<file path="src/hw/rtl/rgb_component_to_gray_top_macros.svh">
// Assertion macros for the gray conversion block.
// Each macro samples on clk_i and is disabled while rst_ni is low.
`ifndef RGB_COMPONENT_TO_GRAY_TOP_MACROS_SVH
`define RGB_COMPONENT_TO_GRAY_TOP_MACROS_SVH
`ifndef SYNTHESIS
`define RGTG_ASSERT_IMP(lbl, ante, cons) \
  lbl: assert property (@(posedge clk_i) disable iff (!rst_ni) (ante) |-> (cons)) \
    else $error("assertion failed");
`define RGTG_ASSERT_NXT(lbl, ante, cons) \
  lbl: assert property (@(posedge clk_i) disable iff (!rst_ni) (ante) |=> (cons)) \
    else $error("assertion failed");
`else
`define RGTG_ASSERT_IMP(lbl, ante, cons)
`define RGTG_ASSERT_NXT(lbl, ante, cons)
`endif
`endif

</file>
<file path="src/hw/rtl/rgtg_pkg.sv">
`timescale 1ns / 1ps
package rgtg_pkg;

  typedef enum logic [1:0] {OP_RAW, OP_PROD, OP_POW, OP_ZERO} op_e;

  localparam logic [3:0] MODE_R        = 4'd0;
  localparam logic [3:0] MODE_G        = 4'd1;
  localparam logic [3:0] MODE_B        = 4'd2;
  localparam logic [3:0] MODE_RG_PROD  = 4'd3;
  localparam logic [3:0] MODE_RB_PROD  = 4'd4;
  localparam logic [3:0] MODE_GB_PROD  = 4'd5;
  localparam logic [3:0] MODE_R_POW    = 4'd6;
  localparam logic [3:0] MODE_G_POW    = 4'd7;
  localparam logic [3:0] MODE_B_POW    = 4'd8;
  localparam logic [3:0] MODE_RG_RATIO = 4'd9;
  localparam logic [3:0] MODE_GB_RATIO = 4'd10;
  localparam logic [3:0] MODE_BR_RATIO = 4'd11;

  localparam logic CFG_MODE = 1'b0;
  localparam logic CFG_EXP  = 1'b1;

  localparam logic [15:0] EXP_RESET = 16'd8192;
  localparam logic [15:0] RATIO_EXP = 16'd3686;

  // one classified request
  typedef struct packed {
    op_e         op;
    logic [7:0]  x;
    logic [7:0]  y;
    logic        ratio;
    logic [15:0] e;
  } cmd_t;

  typedef struct packed {
    logic valid;
    logic full;
  } qstat_t;

  typedef logic [19:0] log_tab_t [256];
  typedef logic [29:0] c_tab_t [17];

  // log2 in Q16 by repeated squaring of the mantissa
  function automatic logic [19:0] log2_q16(input logic [31:0] n);
    logic [31:0] p;
    logic [63:0] m;
    logic [31:0] res;
    p = 32'd0;
    for (int j = 0; j < 31; j++) begin
      if ((n >> (p + 32'd1)) != 32'd0) p = p + 32'd1;
    end
    m = (p <= 32'd16) ? ({32'd0, n} << (32'd16 - p)) : ({32'd0, n} >> (p - 32'd16));
    res = p << 16;
    for (int b = 15; b >= 0; b--) begin
      m = (m * m) >> 16;
      if (m >= 64'd131072) begin
        m = m >> 1;
        res[b] = 1'b1;
      end
    end
    return res[19:0];
  endfunction

  function automatic log_tab_t build_log_tab(input int unsigned base);
    log_tab_t tab;
    for (int i = 0; i < 256; i++) begin
      tab[i] = log2_q16(32'(base + 32'(i)));
    end
    return tab;
  endfunction

  function automatic logic [63:0] isqrt64(input logic [63:0] v_in);
    logic [63:0] v;
    logic [63:0] res;
    logic [63:0] bitv;
    v = v_in;
    res = 64'd0;
    bitv = 64'd1 << 62;
    for (int j = 0; j < 32; j++) begin
      if (v >= res + bitv) begin
        v = v - (res + bitv);
        res = (res >> 1) + bitv;
      end else begin
        res = res >> 1;
      end
      bitv = bitv >> 2;
    end
    return res;
  endfunction

  // c[i] = 2^(30 - 2^-i), i.e. 2^(-2^-i) in Q30 : successive square roots
  function automatic c_tab_t build_c_tab();
    c_tab_t tab;
    logic [63:0] c;
    c = 64'd1 << 29;
    tab[0] = c[29:0];
    for (int i = 1; i < 17; i++) begin
      c = isqrt64(c << 30);
      tab[i] = c[29:0];
    end
    return tab;
  endfunction

endpackage

</file>
<file path="src/hw/rtl/rgtg_queue.sv">
`timescale 1ns / 1ps
module rgtg_queue #(
  parameter int unsigned DEPTH = 4
) (
  input  logic             clk_i,
  input  logic             rst_ni,
  input  logic             push_i,
  input  rgtg_pkg::cmd_t   cmd_i,
  input  logic             pop_i,
  output rgtg_pkg::cmd_t   cmd_o,
  output rgtg_pkg::qstat_t stat_o
);

  localparam int unsigned AW = (DEPTH > 1) ? $clog2(DEPTH) : 1;
  localparam int unsigned CW = $clog2(DEPTH + 1);

  rgtg_pkg::cmd_t mem_q [DEPTH];
  logic [AW-1:0]  wptr_q, wptr_d;
  logic [AW-1:0]  rptr_q, rptr_d;
  logic [CW-1:0]  cnt_q, cnt_d;

  assign stat_o.valid = (cnt_q != '0);
  assign stat_o.full  = (cnt_q == CW'(DEPTH));
  assign cmd_o        = mem_q[rptr_q];

  // advance pointers with wrap at the depth
  always_comb begin
    wptr_d = wptr_q;
    rptr_d = rptr_q;
    cnt_d  = cnt_q;
    if (push_i) begin
      wptr_d = (wptr_q == AW'(DEPTH - 1)) ? '0 : wptr_q + AW'(1);
    end
    if (pop_i) begin
      rptr_d = (rptr_q == AW'(DEPTH - 1)) ? '0 : rptr_q + AW'(1);
    end
    if (push_i && !pop_i) begin
      cnt_d = cnt_q + CW'(1);
    end else if (!push_i && pop_i) begin
      cnt_d = cnt_q - CW'(1);
    end
  end

  always_ff @(posedge clk_i or negedge rst_ni) begin
    if (!rst_ni) begin
      wptr_q <= '0;
      rptr_q <= '0;
      cnt_q  <= '0;
    end else begin
      wptr_q <= wptr_d;
      rptr_q <= rptr_d;
      cnt_q  <= cnt_d;
    end
  end

  // store the request
  always_ff @(posedge clk_i) begin
    if (push_i) begin
      mem_q[wptr_q] <= cmd_i;
    end
  end

endmodule

</file>
<file path="config.mk">
export PLATFORM = sky130hd
export DESIGN_NAME = rgtg_queue
export DESIGN_NICKNAME = d
export VERILOG_FILES = /design/src/hw/rtl/rgb_component_to_gray_top_macros.svh /design/src/hw/rtl/rgtg_pkg.sv /design/src/hw/rtl/rgtg_queue.sv
export SDC_FILE = /design/constraint.sdc
export NUM_CORES = 1
export LEC_CHECK = 0
export ABC_AREA = 1
export BUFFER_PORTS_ARGS = -buffer_cell sky130_fd_sc_hd__buf_2
export CAP_MARGIN = 20
export CORE_MARGIN = 2
export CORE_UTILIZATION = 61
export CTS_CLUSTER_DIAMETER = 150
export DETAILED_ROUTE_END_ITERATION = 8
export PLACE_DENSITY = 0.83
export REMOVE_ABC_BUFFERS = 1
export SLEW_MARGIN = 15
export SYNTH_ARGS = -nofsm -noshare
export SYNTH_HDL_FRONTEND = slang
export SYNTH_SLANG_ARGS = --single-unit
</file>
<file path="constraint.sdc">
create_clock -name clk_i -period 3.2 [get_ports clk_i]
set_input_delay 0.48 -clock clk_i [delete_from_list [all_inputs] [get_ports clk_i]]
set_output_delay 0.48 -clock clk_i [all_outputs]
set_load 0.01 [all_outputs]
</file>
# Word-level counts from Yosys, hierarchy flattened
# Memories as Yosys holds them, arrays and structs flattened.
# Cells that the tools add are included.
# totals
reg_bits,7
inputBits,39
output_inout_bits,37
wordCells,23
n_memories,1
mem_bits_rw,140
# mem_list
memory,depth,width,read_ports,rd_clocked_by_memory_dff,write_ports,line_no,rtl
mem_q,4,35,1,0,1,rgtg_queue.sv:17,rgtg_pkg::cmd_t mem_q [DEPTH];
# classes
n_reduce_logical,6
addsub,4
n_eq_ne,3
n_mux,6
# ops
cell,count
$mux W3,2
$add A2 B1 Y2 const B,2
$eq A2 B2 Y1 const B,2
$mux W2,2
$add A3 B1 Y3 const B,1
$eq A3 B3 Y1 const B,1
$reduce_bool A3 Y1,1
$sub A3 B1 Y3 const B,1
$logic_and A1 B1 Y1,2
$logic_not A1 Y1,2
$mux W1,2
$reduce_bool A2 Y1,1

# Depth between registers and ports, before layout
# logic_depth
ltp_word,4
ltp_mapped,9
mapped_depth_nobuf,9

# Least setup slack after synthesis
# OpenSTA, ideal clock, no wires.
# synth_path
kind,reg2reg
start,reg wptr_q[0]
end,mem mem_q[0][0] in the netlist's numbering (enable)
arrival_time_ps,1351
setup_ps,390
setup_slack_ps,1459
path_stages_with_launch,5
required_time_ps,2810
period_less_slack_ps,1741
path_buffers,0
cell_sequence,dfrtp_1 inv_1 ha_1 nand2_1 inv_1
# synth_rtl
item,line_no,rtl
start: declaration,rgtg_queue.sv:18,"logic [AW-1:0] wptr_q, wptr_d;"
start signal: assignment,rgtg_queue.sv:50,wptr_q <= wptr_d;
end: declaration,rgtg_queue.sv:17,
# No word-level cell before the write port.

==> results_dict.tcl <==
set metrics [dict create \
    slew_headroom_pct 44.7 \
    finalNonFillerCells 688 \
    max_stage_delay_ns 0.85 \
    grt_max_degree 117 \
    finalHoldViolations 0 \
    insertion_delay_ns 0.53 \
    fin_worst_skew_ns 0.00745 \
    drt-pass1-iter-count 4 \
    area_growth_pct 16.4 \
    worstMarginPinSlew_ns 0.825 \
    ios 76 \
    path_class "flop to primary output" \
    drtAntennaViolNets 0 \
    rsz0062_at_grt "no" \
    fmax_mhz 365 \
    min_path_cells 1 \
    post_dp_cell_area_mm2 0.00644 \
    synth.distinct_cells 20 \
    grt_pass1_vias 3485 \
    cp-end-kind "primary output" \
    hp-start "cmd_i[20]" \
    dp.cells 654 \
    wl_per_cell_um 15.9 \
    die_w_um 103 \
    path_cells "inv_4 > o211ai_1 > nand2_1 > buf_2" \
    period_needed_ns 2.74 \
    worstPathRequired_ns 2.72 \
    grt_first_pass_wirelength_um 16500 \
    critPathTopFamily "flip-flops" \
    min_path_type "input port to flop" \
    synth-seq-cells 147 \
    vias_per_cell 5.23 \
    outcome "finished, final reports clean" \
    overflow 0 \
    crit_buf_inv 2 \
    worstPathMaxFanout 36 \
    grt_util_all_layers_pct 21.7 \
    row_count 36 \
    final_util_pct 72.2 \
    clockBufferDepth 2 \
    tritoncts "built" \
    slowest_stage "dfrtp_1" \
    setup_tns_ns 0 \
    period_share_pct 85.5 \
    cts_resized 0 \
    post_cts_buffers 0 \
    core_region_area_mm2 0.00968 \
    synth_warnings 0 \
    cts_buffers 17 \
    route.vias.total 3600 \
    nNetsFinal 587 \
    numClockSinks 147 \
    whs_endpoint "mem_q[2][20]" \
    synth_area_mm2 0.00601 \
    port_buffers 75 \
    fin_hold_ws_ns 0.158 \
    die_h_um 103 \
    dieArea_mm2 0.0107 \
    finalInstanceArea_mm2 0.00700 \
    place.gp.congestion 0.743 \
    clkTransAtPathRegs_ns 0.06 \
    worstPathArrival_ns 2.26 \
    synth_seq_area_share_pct 72.8 \
    drc 0 \
    r2r-start "wptr_q[0]" \
    antenna_found_initial 0 \
    h-tree-depth 4 \
    dp_hpwl_um 6680 \
    power_density_mw_per_mm2 888 \
    syn_avg_cell_area_um2 13.0 \
    cp-startpoint "rptr_q[1]" \
    regToRegEndpoint "mem_q[0][30]" \
    floorplan.initialDensity_pct 62.1 \
    p_leak_nw 2.89 \
    r2r_slack_ns 1.01 \
    hold_buffers 1 \
    synth_cells 461 \
    cap_violations 0 \
    routed_wl_um 10900 \
    startpoint_type "flop" \
    report.final.slew_viol_count 0 \
    drive_gt1_share_pct 20.0 \
    rr_worst_depth 5 \
    setup_violations 0 \
    max-vdd-ir-drop_uv 421 \
    first_iter_violations 231 \
    root_buffer "clkbuf_8" \
]
[cells by family (layout without fill, tap and decap cells)]
group | Yosys count | after routing | synth area share (%)
and+or+nand+nor | 127 | 127 | 8.01
xor gates and xnor gates | 1 | 1 | 0.146
DFF | 147 | 147 | 72.8
AOI/OAI and AO/OA | 74 | 74 | 9.24
buffers and inverters | 105 | 198 | 8.18
other | 0 | 1 | 0
adders and majority gates | 7 | 7 | 1.58
[metal layers]
| metal | vias to the layer above | part of all wire, % | GRT usage (%) |
|---|---|---|---|
| li1 | 1761 | - | - |
| met1 | 1707 | 41 | 25.2 |
| met5 | - | 0 | 0 |
| met2 | 115 | 52 | 36.8 |
| met4 | 0 | 1.7 | 10.7 |
| met3 | 17 | 5.4 | 6.52 |
[worst register-to-register path, cell delays in order, from the launching register on]
cell	delay, ns
dfrtp_1	0.40
inv_1	0.10
ha_1	0.20
nand2_1	0.06
clkinv_1	0.64
buf_4	0.50
[cells in the final DEF (no fill, tap or decap)]
cell and n:
buf_2 75, xnor2_1 1, clkbuf_16 16, clkbuf_8 1
diode_2 1, dfrtp_1 7, nor3_1 1, clkinv_2 3
inv_4 2, buf_12 1, o211ai_2 2, clkbuf_1 2
o21ai_0 2, buf_4 6, inv_1 77, bufinv_16 2
clkinv_1 9, edfxtp_1 140, nand2_1 122, clkinv_4 1
o211ai_1 68, nor2_1 2, fa_1 1, nand4_1 1
nand3_1 1, clkinvlp_4 2, ha_1 6, o21ai_1 2
dlygate4sd3_1 1
[power breakdown]
| part | leakage [nW] | internal (W) | switching (W) |
|---|---|---|---|
| Clock | 0.259 | 0.00109 | 0.000714 |
| Sequential | 1.37 | 0.00248 | 0.000150 |
| Combinational | 1.26 | 0.000619 | 0.00117 |
[final cells by class]
| class | count | area (µm²) |
|---|---|---|
| clock inverter | 13 | 118 |
| sequential | 147 | 4380 |
| fill | 644 | 2690 |
| multi-input combinational | 209 | 1140 |
| inverter | 83 | 317 |
| tap | 133 | 166 |
| antenna | 1 | 2.50 |
| clock buffer | 19 | 422 |
| timing repair buffer | 83 | 450 |
[cell usage after synthesis, drive strengths merged]
library cell	number	share of area, %
nand2	122	7.6
o211ai	70	8.9
nor2	2	0.12
o21ai	4	0.33
buf	22	3.0
inv	83	5.2
edfxtp	140	70
dfrtp	7	2.9
nor3	1	0.083
nand3	1	0.083
xnor2	1	0.15
nand4	1	0.10
ha	6	1.2
fa	1	0.33
[stage by stage]
step                      setup slack (ns)  total power [W]
after floorplan                      0.844          0.00373
after global placement                1.04          0.00438
after detailed placement             0.981          0.00446
after CTS                            0.434          0.00626
after global routing                 0.303          0.00657
final                                0.463          0.00621
[worst max-delay path by stage]
| stage | depth (start not counted) | endpoint |
|---|---|---|
| floorplan | 4 | cmd_o[15] |
| global placement | 4 | mem_q[0][22] |
| detailed placement | 4 | cmd_o[28] |
| CTS | 4 | cmd_o[28] |
| global route | 4 | cmd_o[28] |
| finish | 4 | cmd_o[28] |
[registers in the layout, summed over array words and instances (netlist names)]
signal and count:
cnt_q 3, rptr_q 2, mem_q 140, wptr_q 2
Power figures use the tool's default switching activity.
