**config.mk**
```make
export PLATFORM = sky130hd
export DESIGN_NAME = rgtg_front
export DESIGN_NICKNAME = d
export VERILOG_FILES = /design/src/hw/rtl/rgb_component_to_gray_top_macros.svh /design/src/hw/rtl/rgtg_pkg.sv /design/src/hw/rtl/rgtg_front.sv
export SDC_FILE = /design/constraint.sdc
export NUM_CORES = 1
export LEC_CHECK = 0
export BUFFER_PORTS_ARGS = -buffer_cell sky130_fd_sc_hd__buf_2
export CAP_MARGIN = 10
export CORE_MARGIN = 8
export CORE_UTILIZATION = 40
export DETAILED_ROUTE_END_ITERATION = 12
export GPL_TIMING_DRIVEN = 0
export PLACE_DENSITY = 0.82
export SYNTH_ARGS = -nofsm -noshare
export SYNTH_HDL_FRONTEND = slang
export SYNTH_SLANG_ARGS = --single-unit
```
**constraint.sdc**
```tcl
create_clock -name vclk -period 3.8
set_clock_uncertainty 0.05 [all_clocks]
set_input_delay 0.76 -clock vclk [all_inputs]
set_output_delay 0.76 -clock vclk [all_outputs]
set_load 0.05 [all_outputs]
```
**src/hw/rtl/rgb_component_to_gray_top_macros.svh**
```systemverilog
// Assertion macros for the gray conversion block.
// Each macro samples on clk_i and is disabled while rst_ni is low.
`ifndef RGB_COMPONENT_TO_GRAY_TOP_MACROS_SVH
`define RGB_COMPONENT_TO_GRAY_TOP_MACROS_SVH
`ifndef SYNTHESIS
`define RGTG_ASSERT_IMP(lbl, ante, cons) \
  lbl: assert property (@(posedge clk_i) disable iff (!rst_ni) (ante) |-> (cons)) \
    else $error("assertion failed");
`define RGTG_ASSERT_NXT(lbl, ante, cons) \
  lbl: assert property (@(posedge clk_i) disable iff (!rst_ni) (ante) |=> (cons)) \
    else $error("assertion failed");
`else
`define RGTG_ASSERT_IMP(lbl, ante, cons)
`define RGTG_ASSERT_NXT(lbl, ante, cons)
`endif
`endif

```
**src/hw/rtl/rgtg_pkg.sv**
```systemverilog
`timescale 1ns / 1ps
package rgtg_pkg;

  typedef enum logic [1:0] {OP_RAW, OP_PROD, OP_POW, OP_ZERO} op_e;

  localparam logic [3:0] MODE_R        = 4'd0;
  localparam logic [3:0] MODE_G        = 4'd1;
  localparam logic [3:0] MODE_B        = 4'd2;
  localparam logic [3:0] MODE_RG_PROD  = 4'd3;
  localparam logic [3:0] MODE_RB_PROD  = 4'd4;
  localparam logic [3:0] MODE_GB_PROD  = 4'd5;
  localparam logic [3:0] MODE_R_POW    = 4'd6;
  localparam logic [3:0] MODE_G_POW    = 4'd7;
  localparam logic [3:0] MODE_B_POW    = 4'd8;
  localparam logic [3:0] MODE_RG_RATIO = 4'd9;
  localparam logic [3:0] MODE_GB_RATIO = 4'd10;
  localparam logic [3:0] MODE_BR_RATIO = 4'd11;

  localparam logic CFG_MODE = 1'b0;
  localparam logic CFG_EXP  = 1'b1;

  localparam logic [15:0] EXP_RESET = 16'd8192;
  localparam logic [15:0] RATIO_EXP = 16'd3686;

  // one classified request
  typedef struct packed {
    op_e         op;
    logic [7:0]  x;
    logic [7:0]  y;
    logic        ratio;
    logic [15:0] e;
  } cmd_t;

  typedef struct packed {
    logic valid;
    logic full;
  } qstat_t;

  typedef logic [19:0] log_tab_t [256];
  typedef logic [29:0] c_tab_t [17];

  // log2 in Q16 by repeated squaring of the mantissa
  function automatic logic [19:0] log2_q16(input logic [31:0] n);
    logic [31:0] p;
    logic [63:0] m;
    logic [31:0] res;
    p = 32'd0;
    for (int j = 0; j < 31; j++) begin
      if ((n >> (p + 32'd1)) != 32'd0) p = p + 32'd1;
    end
    m = (p <= 32'd16) ? ({32'd0, n} << (32'd16 - p)) : ({32'd0, n} >> (p - 32'd16));
    res = p << 16;
    for (int b = 15; b >= 0; b--) begin
      m = (m * m) >> 16;
      if (m >= 64'd131072) begin
        m = m >> 1;
        res[b] = 1'b1;
      end
    end
    return res[19:0];
  endfunction

  function automatic log_tab_t build_log_tab(input int unsigned base);
    log_tab_t tab;
    for (int i = 0; i < 256; i++) begin
      tab[i] = log2_q16(32'(base + 32'(i)));
    end
    return tab;
  endfunction

  function automatic logic [63:0] isqrt64(input logic [63:0] v_in);
    logic [63:0] v;
    logic [63:0] res;
    logic [63:0] bitv;
    v = v_in;
    res = 64'd0;
    bitv = 64'd1 << 62;
    for (int j = 0; j < 32; j++) begin
      if (v >= res + bitv) begin
        v = v - (res + bitv);
        res = (res >> 1) + bitv;
      end else begin
        res = res >> 1;
      end
      bitv = bitv >> 2;
    end
    return res;
  endfunction

  // c[i] = 2^(30 - 2^-i), i.e. 2^(-2^-i) in Q30 : successive square roots
  function automatic c_tab_t build_c_tab();
    c_tab_t tab;
    logic [63:0] c;
    c = 64'd1 << 29;
    tab[0] = c[29:0];
    for (int i = 1; i < 17; i++) begin
      c = isqrt64(c << 30);
      tab[i] = c[29:0];
    end
    return tab;
  endfunction

endpackage

```
**src/hw/rtl/rgtg_front.sv**
```systemverilog
`timescale 1ns / 1ps
module rgtg_front (
  input  logic                in_valid_i,
  output logic                in_ready_o,
  input  logic [7:0]          red_i,
  input  logic [7:0]          green_i,
  input  logic [7:0]          blue_i,
  input  logic [3:0]          mode_i,
  input  logic [15:0]         exponent_i,
  input  rgtg_pkg::qstat_t    q_stat_i,
  output logic                push_o,
  output rgtg_pkg::cmd_t      cmd_o
);

  // take a request whenever the queue has room
  assign in_ready_o = !q_stat_i.full;
  assign push_o     = in_valid_i && !q_stat_i.full;

  // decode the mode into operation and operands
  always_comb begin
    cmd_o.op    = rgtg_pkg::OP_ZERO;
    cmd_o.x     = 8'd0;
    cmd_o.y     = 8'd0;
    cmd_o.ratio = 1'b0;
    cmd_o.e     = exponent_i;
    case (mode_i)
      rgtg_pkg::MODE_R: begin
        cmd_o.op = rgtg_pkg::OP_RAW;
        cmd_o.x  = red_i;
      end
      rgtg_pkg::MODE_G: begin
        cmd_o.op = rgtg_pkg::OP_RAW;
        cmd_o.x  = green_i;
      end
      rgtg_pkg::MODE_B: begin
        cmd_o.op = rgtg_pkg::OP_RAW;
        cmd_o.x  = blue_i;
      end
      rgtg_pkg::MODE_RG_PROD: begin
        cmd_o.op = rgtg_pkg::OP_PROD;
        cmd_o.x  = red_i;
        cmd_o.y  = green_i;
      end
      rgtg_pkg::MODE_RB_PROD: begin
        cmd_o.op = rgtg_pkg::OP_PROD;
        cmd_o.x  = red_i;
        cmd_o.y  = blue_i;
      end
      rgtg_pkg::MODE_GB_PROD: begin
        cmd_o.op = rgtg_pkg::OP_PROD;
        cmd_o.x  = green_i;
        cmd_o.y  = blue_i;
      end
      rgtg_pkg::MODE_R_POW: begin
        cmd_o.op = rgtg_pkg::OP_POW;
        cmd_o.x  = red_i;
      end
      rgtg_pkg::MODE_G_POW: begin
        cmd_o.op = rgtg_pkg::OP_POW;
        cmd_o.x  = green_i;
      end
      rgtg_pkg::MODE_B_POW: begin
        cmd_o.op = rgtg_pkg::OP_POW;
        cmd_o.x  = blue_i;
      end
      rgtg_pkg::MODE_RG_RATIO: begin
        cmd_o.op    = rgtg_pkg::OP_POW;
        cmd_o.x     = red_i;
        cmd_o.y     = green_i;
        cmd_o.ratio = 1'b1;
        cmd_o.e     = rgtg_pkg::RATIO_EXP;
      end
      rgtg_pkg::MODE_GB_RATIO: begin
        cmd_o.op    = rgtg_pkg::OP_POW;
        cmd_o.x     = green_i;
        cmd_o.y     = blue_i;
        cmd_o.ratio = 1'b1;
        cmd_o.e     = rgtg_pkg::RATIO_EXP;
      end
      rgtg_pkg::MODE_BR_RATIO: begin
        cmd_o.op    = rgtg_pkg::OP_POW;
        cmd_o.x     = blue_i;
        cmd_o.y     = red_i;
        cmd_o.ratio = 1'b1;
        cmd_o.e     = rgtg_pkg::RATIO_EXP;
      end
      default: begin
        cmd_o.op = rgtg_pkg::OP_ZERO;
      end
    endcase
  end

endmodule

```
Word-level counts from Yosys, hierarchy flattened. Cells that the tools add are included.

Bits in registers: 0. Input port bits: 47. Output and inout bits: 37. Logic and storage cells: 27.

Equal/unequal tests: 11. Multiplexer cells: 4. Reduce and logical (&&, ||, !) cells: 12.

Operator list (number): $pmux W8 S3 (2); $mux W17 (1); $eq A4 B3 Y1 const B (4); $eq A4 B4 Y1 const B (4); $reduce_or A3 Y1 (5); $eq A4 B2 Y1 const B (2); $pmux W2 S3 (1); $reduce_or A6 Y1 (1); $reduce_or A5 Y1 (1); $eq A4 B1 Y1 const B (1); $logic_not A4 Y1 (1); $reduce_or A4 Y1 (1); $reduce_or A2 Y1 (1); $logic_and A1 B1 Y1 (1); $logic_not A1 Y1 (1).

Longest topological paths before layout. Gate-level depths: netlist of run 1.

Word-level depth: 3. Depth in mapped cells: 5. Mapped depth without buffers: 3.

Least setup slack after synthesis of run 1. Ideal clock, no wire load.

Path type: input port to output port. From: in mode_i[2]. To: out cmd_o[26] (netlist name). Arrival time: 2347 ps. Setup slack: 643 ps. Stages: 5. Path buffers: 2. Cell sequence: clkbuf_2 nand2b_1 buf_4 mux2_4 o221ai_1.

RTL lines: start, declared (line rgtg_front.sv:8) `input logic [3:0] mode_i,`; end, declared (line rgtg_front.sv:12) `output rgtg_pkg::cmd_t cmd_o`.

==> metrics, run 1 <==
status=complete, no violations; Seq cells=0; Final ANT Viol Nets=0; worst hold stages=3; Post-Synth Simple-Gate Area=0.393; largest net degree at the start of global routing=11; Final Hold Viols=0; syn_nets=178; Final setup viols=0; Core Area=0.00223 mm2; Buffers on Ports=81; dpl hpwl=2870 um; GP Congestion=0.729; combinational family with the most area after synthesis=simple AND/OR/NAND/NOR gates; vias in the first global route=1197; f_max=333 MHz; crit start category=input pin; leakage power=0.840 nW; DRC Markers=0; Critical Path Sink Type=output port; Critical Path RT=2.99 ns; FF/Latch Area=0 um2; Post-Syn Area=950 um2; pwr/cell area=192 mW/mm2; final total negative setup slack=0 ns; I/O pin cnt=84; aggregate global-route resource usage=0.156; initial antenna violation count=0; clk_buf instances=0; sequential share of the synthesized area=0; mux cell area share after synthesis=0.223; Crit Path Class=input pin to output port; Gate Count Post-Synth=131; unrepaired setup endpoints after global routing=no; Post-Route WL=3590 um; share of the synthesized area in the top cell type=0.148; Slew HR=0.606; Yosys Warn Count=0; part of the cycle the worst path needs=0.790; xor/xnor share of the synthesized area=0.0171; Hold EP=in_ready_o; minimum clock period=3.00 ns; share of post-route cells with drive strength above 1=0.500; Worst VDD drop=0.120 mV; initial drt markers=53; Remaining Overflow, GRT=0; Via-to-Cell Ratio=5.16; dpl cells=240; Crit path arrival time=2.19 ns; Worst-Margin Slew=0.591 ns; Die Area=0.00419 mm2; Non-Filler Instances=240; max-cap violations=0; Hold Path Class=input pin to output port; Pre-antenna DRT Iters=4; Synth cell types=29; utilization after layout=0.622; post-cts repair resize count=0; Antenna Cells=0; Starting Density=0.425; most area-consuming cells after synthesis=and3b_1 15%, mux2_4 13%, mux2i_1 8.4%, nor2b_1 7.9%, a32oi_1 7.4%; Adder-Cell Fraction of Synth Area=0; area grow syn2layout=46.4%; Synth Area in Compound Gates=0.266; setup bufs post-CTS=0; Layout Nets=261; critical path peak fanout=10; Yosys top cell by area=and3b_1; DR vias=1238; first-pass GRT wire length=5690 um; Slew Limit Fails=0; die height=64.7 um; hold_buf cts=0; hold wc startpoint=q_stat_i[0]; Std-Cell Rows=17; WL per Instance=14.9 um; Synth Area per Inst=7.25 um2; Die Wd=64.7 um
==> worst max-delay path by stage <==
stage,startpoint,end,cells after the start
after floorplan,mode_i[2],cmd_o[26],5
after global placement,mode_i[3],cmd_o[23],6
after detailed placement,mode_i[3],cmd_o[23],6
after CTS,mode_i[3],cmd_o[23],6
after global routing,mode_i[3],cmd_o[23],6
final,mode_i[3],cmd_o[23],6
==> layout by cell type, fill, tap and decap left out <==
cell type / Yosys / layout
a32oi_1: 8 / 8
clkbuf_1: 5 / 5
buf_1: 1 / 1
or2_2: 4 / 4
buf_2: 1 / 82
mux2_4: 8 / 8
clkbuf_4: 1 / 1
buf_4: 3 / 3
o21ai_0: 13 / 13
a21o_1: 1 / 1
nand2b_1: 1 / 1
and4bb_2: 1 / 1
a21oi_4: 1 / 1
nor3b_2: 1 / 1
xor2_2: 1 / 1
or2_1: 3 / 3
and4b_1: 1 / 1
nand2_1: 16 / 16
mux2i_1: 8 / 8
o21a_2: 1 / 1
clkbuf_2: 1 / 1
nor2b_2: 1 / 1
o21ai_1: 3 / 3
o221ai_1: 8 / 8
inv_1: 9 / 9
nor2_1: 1 / 1
and3b_1: 16 / 16
mux2_2: 1 / 1
nor2b_1: 12 / 12
==> where the power goes <==
part,switching [mW],internal [mW],leakage [nW]
Combinational,0.182,0.0842,0.840
Sequential,0,0,0
Clock,0,0,0
Total,0.182,0.0842,0.840
==> critical path, stage by stage <==
cell and delay (ns):
buf_2 0.14, clkbuf_1 0.25, nor3b_2 0.51, o21ai_0 0.20, nand2_1 0.08, buf_2 0.26
==> cells by family (layout without fill, tap and decap cells) <==
group	Yosys count	after routing
buffers and inverters	21	102
AOI/OAI and AO/OA	35	35
muxes	17	17
and+or+nand+nor	57	57
xor gates and xnor gates	1	1
==> per-layer routing <==
layer  up-vias  share of wire  global-route usage
met1       562           0.39               0.182
met5         -              0                   0
met4         0              0              0.0163
li1        643              -                   -
met2        33           0.55               0.299
met3         0          0.055              0.0223
==> synthesized netlist by cell type, types with 3 or more instances <==
cell type and count:
mux2_4 8, buf_4 3, o21ai_0 13, mux2i_1 8, or2_2 4, nand2_1 16
o221ai_1 8, o21ai_1 3, or2_1 3, nor2b_1 12, clkbuf_1 5, and3b_1 16
inv_1 9, a32oi_1 8
==> stage by stage <==
| step | instance area, um2 | power, mW | hold slack, ns | setup slack [ns] |
|---|---|---|---|---|
| CTS | 1390 | 0.268 | 1.79 | 0.810 |
| floorplan | 950 | 0.195 | 1.64 | 0.643 |
| finish | 1390 | 0.267 | 1.79 | 0.797 |
| detailed placement | 1390 | 0.268 | 1.79 | 0.825 |
| global route | 1390 | 0.283 | 1.80 | 0.633 |
| global placement | 1390 | 0.266 | 1.78 | 0.820 |
==> final cells by class <==
type                       count  area [um2]
buffer                        12        62.6
fill                         230         843
inverter                       9        33.8
multi-input combinational    110         853
tap                           28        35.0
timing repair buffer          81         405
Power figures use the tool's default switching activity.
==> run 2: changes to the inputs <==
Settings changed: CORE_UTILIZATION 40 to 36, PLACE_DENSITY 0.82 to 0.77.
Clock period 3.8 ns to 2.4 ns, I/O delays scaled along.
==> metrics, run 2 (same netlist as run 1, synthesis figures left out) <==
Final ANT Viol Nets=0 (unchanged); Final setup viols=0 (unchanged); Core Area=0.00250 mm2 (was 0.00223 mm2); Hold Path Class=input pin to output port (unchanged); first-pass GRT wire length=6060 um (was 5690 um); part of the cycle the worst path needs=0.976; Remaining Overflow, GRT=0 (unchanged); Worst-Margin Slew=0.436 ns (was 0.591 ns); clk_buf instances=0 (unchanged); Final Hold Viols=0 (unchanged); Via-to-Cell Ratio=5.43 (was 5.16); aggregate global-route resource usage=0.162 (was 0.156); Placement Setup Slack=-0.135 ns (was 0.825 ns); Die Area=0.00454 mm2 (was 0.00419 mm2); Antenna Cells=0 (unchanged); most common cell after layout, fill and taps aside=buf_2 (unchanged); Die Wd=67.4 um (was 64.7 um); largest net degree at the start of global routing=11 (unchanged); critical path peak fanout=9 (was 10); initial antenna violation count=0 (unchanged); Worst VDD drop=0.264 mV (was 0.120 mV); DR vias=1324 (was 1238); GP Congestion=0.838 (was 0.729); unrepaired setup endpoints after global routing=yes (was no); Std-Cell Rows=18 (was 17); most frequent cells in the layout=82 x buf_2, 16 x nand2_1, 16 x and3b_1 (unchanged); Slew Limit Fails=0 (unchanged); FF/Latch Area=0 um2 (unchanged); WL per Instance=15.9 um (was 14.9 um); status=complete, no violations (unchanged); Pre-antenna DRT Iters=5 (was 4); hold wc startpoint=q_stat_i[0] (unchanged); vias in the first global route=1345 (was 1197); Hold Slack=1.22 ns (was 1.79 ns); share of post-route cells with drive strength above 1=0.556 (was 0.500); multi-input logic area=926 um2 (was 853 um2); Critical Path Sink Type=output port (unchanged); leakage power=0.876 nW (was 0.840 nW); I/O pin cnt=84 (unchanged); pwr/cell area=301 mW/mm2 (was 192 mW/mm2); Starting Density=0.380 (was 0.425); Crit Path Class=input pin to output port (unchanged); max-cap violations=0 (unchanged); final total negative setup slack=0 ns (unchanged); Slew HR=0.709 (was 0.606); Seq cells=0 (unchanged); initial drt markers=68 (was 53); f_max=427 MHz; launch point of the critical path=mode_i[2] (was mode_i[3]); Crit path arrival time=1.81 ns (was 2.19 ns); crit start category=input pin (unchanged); minimum clock period=2.34 ns; dpl hpwl=3170 um (was 2870 um); Post-Route WL=3870 um (was 3590 um); fillcell total=254 (was 230); DRC Markers=0 (unchanged); Critical Path RT=1.87 ns (was 2.99 ns); hold_buf cts=0 (unchanged); area grow syn2layout=56.3% (was 46.4%); final setup margin=0.0577 ns (was 0.797 ns); Layout Nets=263 (was 261); Buffers on Ports=81 (unchanged); die height=67.4 um (was 64.7 um)
run 2: cell count changes in the layout (fill, tap and decap cells not counted), sizes merged:
cell and delta:
buf +2
run 2: critical path, cell delays in order:
cell and delay (ns):
clkbuf_2 0.19, and4b_1 0.21, buf_2 0.19, a21oi_4 0.35, o221ai_2 0.15, buf_2 0.24
run 2: path summary, 6_finish.rpt:
path | to | slack, ns | cells past startpoint
hold / removal | in_ready_o | 1.22 | 3
setup / recovery | cmd_o[28] | 0.06 | 6
run 2: power breakdown:
part	total, mW	switching [mW]	leakage [nW]	internal [mW]
clock	0	0	0	0
combinational	0.447	0.303	0.876	0.144
sequential	0	0	0	0
total	0.447	0.303	0.876	0.144
run 2: what timing repair did:
item                                   4_1_cts  5_1_grt
buffers inserted                             2        0
pin swaps                                    1        0
setup endpoints to repair                    8       23
endpoints found under the hold margin        0        0
gates resized for setup                      2        6
run 2: metrics by stage:
| stage | std cells | power, mW | instance area [um2] | utilization |
|---|---|---|---|---|
| finish | 244 | 0.447 | 1480 | 0.594 |
| global route | 244 | 0.474 | 1480 | 0.594 |
| CTS | 244 | 0.446 | 1470 | 0.586 |
| detailed placement | 242 | 0.441 | 1440 | 0.577 |
| global placement | 242 | 0.439 | 1440 | 0.577 |
| floorplan | 131 | 0.322 | 1000 | - |
run 2: metal layers:
layer,part of all wire,wire length (um),GRT usage
met2,0.47,1820,0.290
met3,0.14,532,0.0596
met5,0,0,0
met1,0.39,1510,0.187
met4,0.0028,11,0.0104
run 2: area by class of cell:
cell class	instances	share of cell area
tap	30	0.0253
multi-input combinational	110	0.624
inverter	9	0.0228
timing repair buffer	83	0.283
buffer	12	0.0447
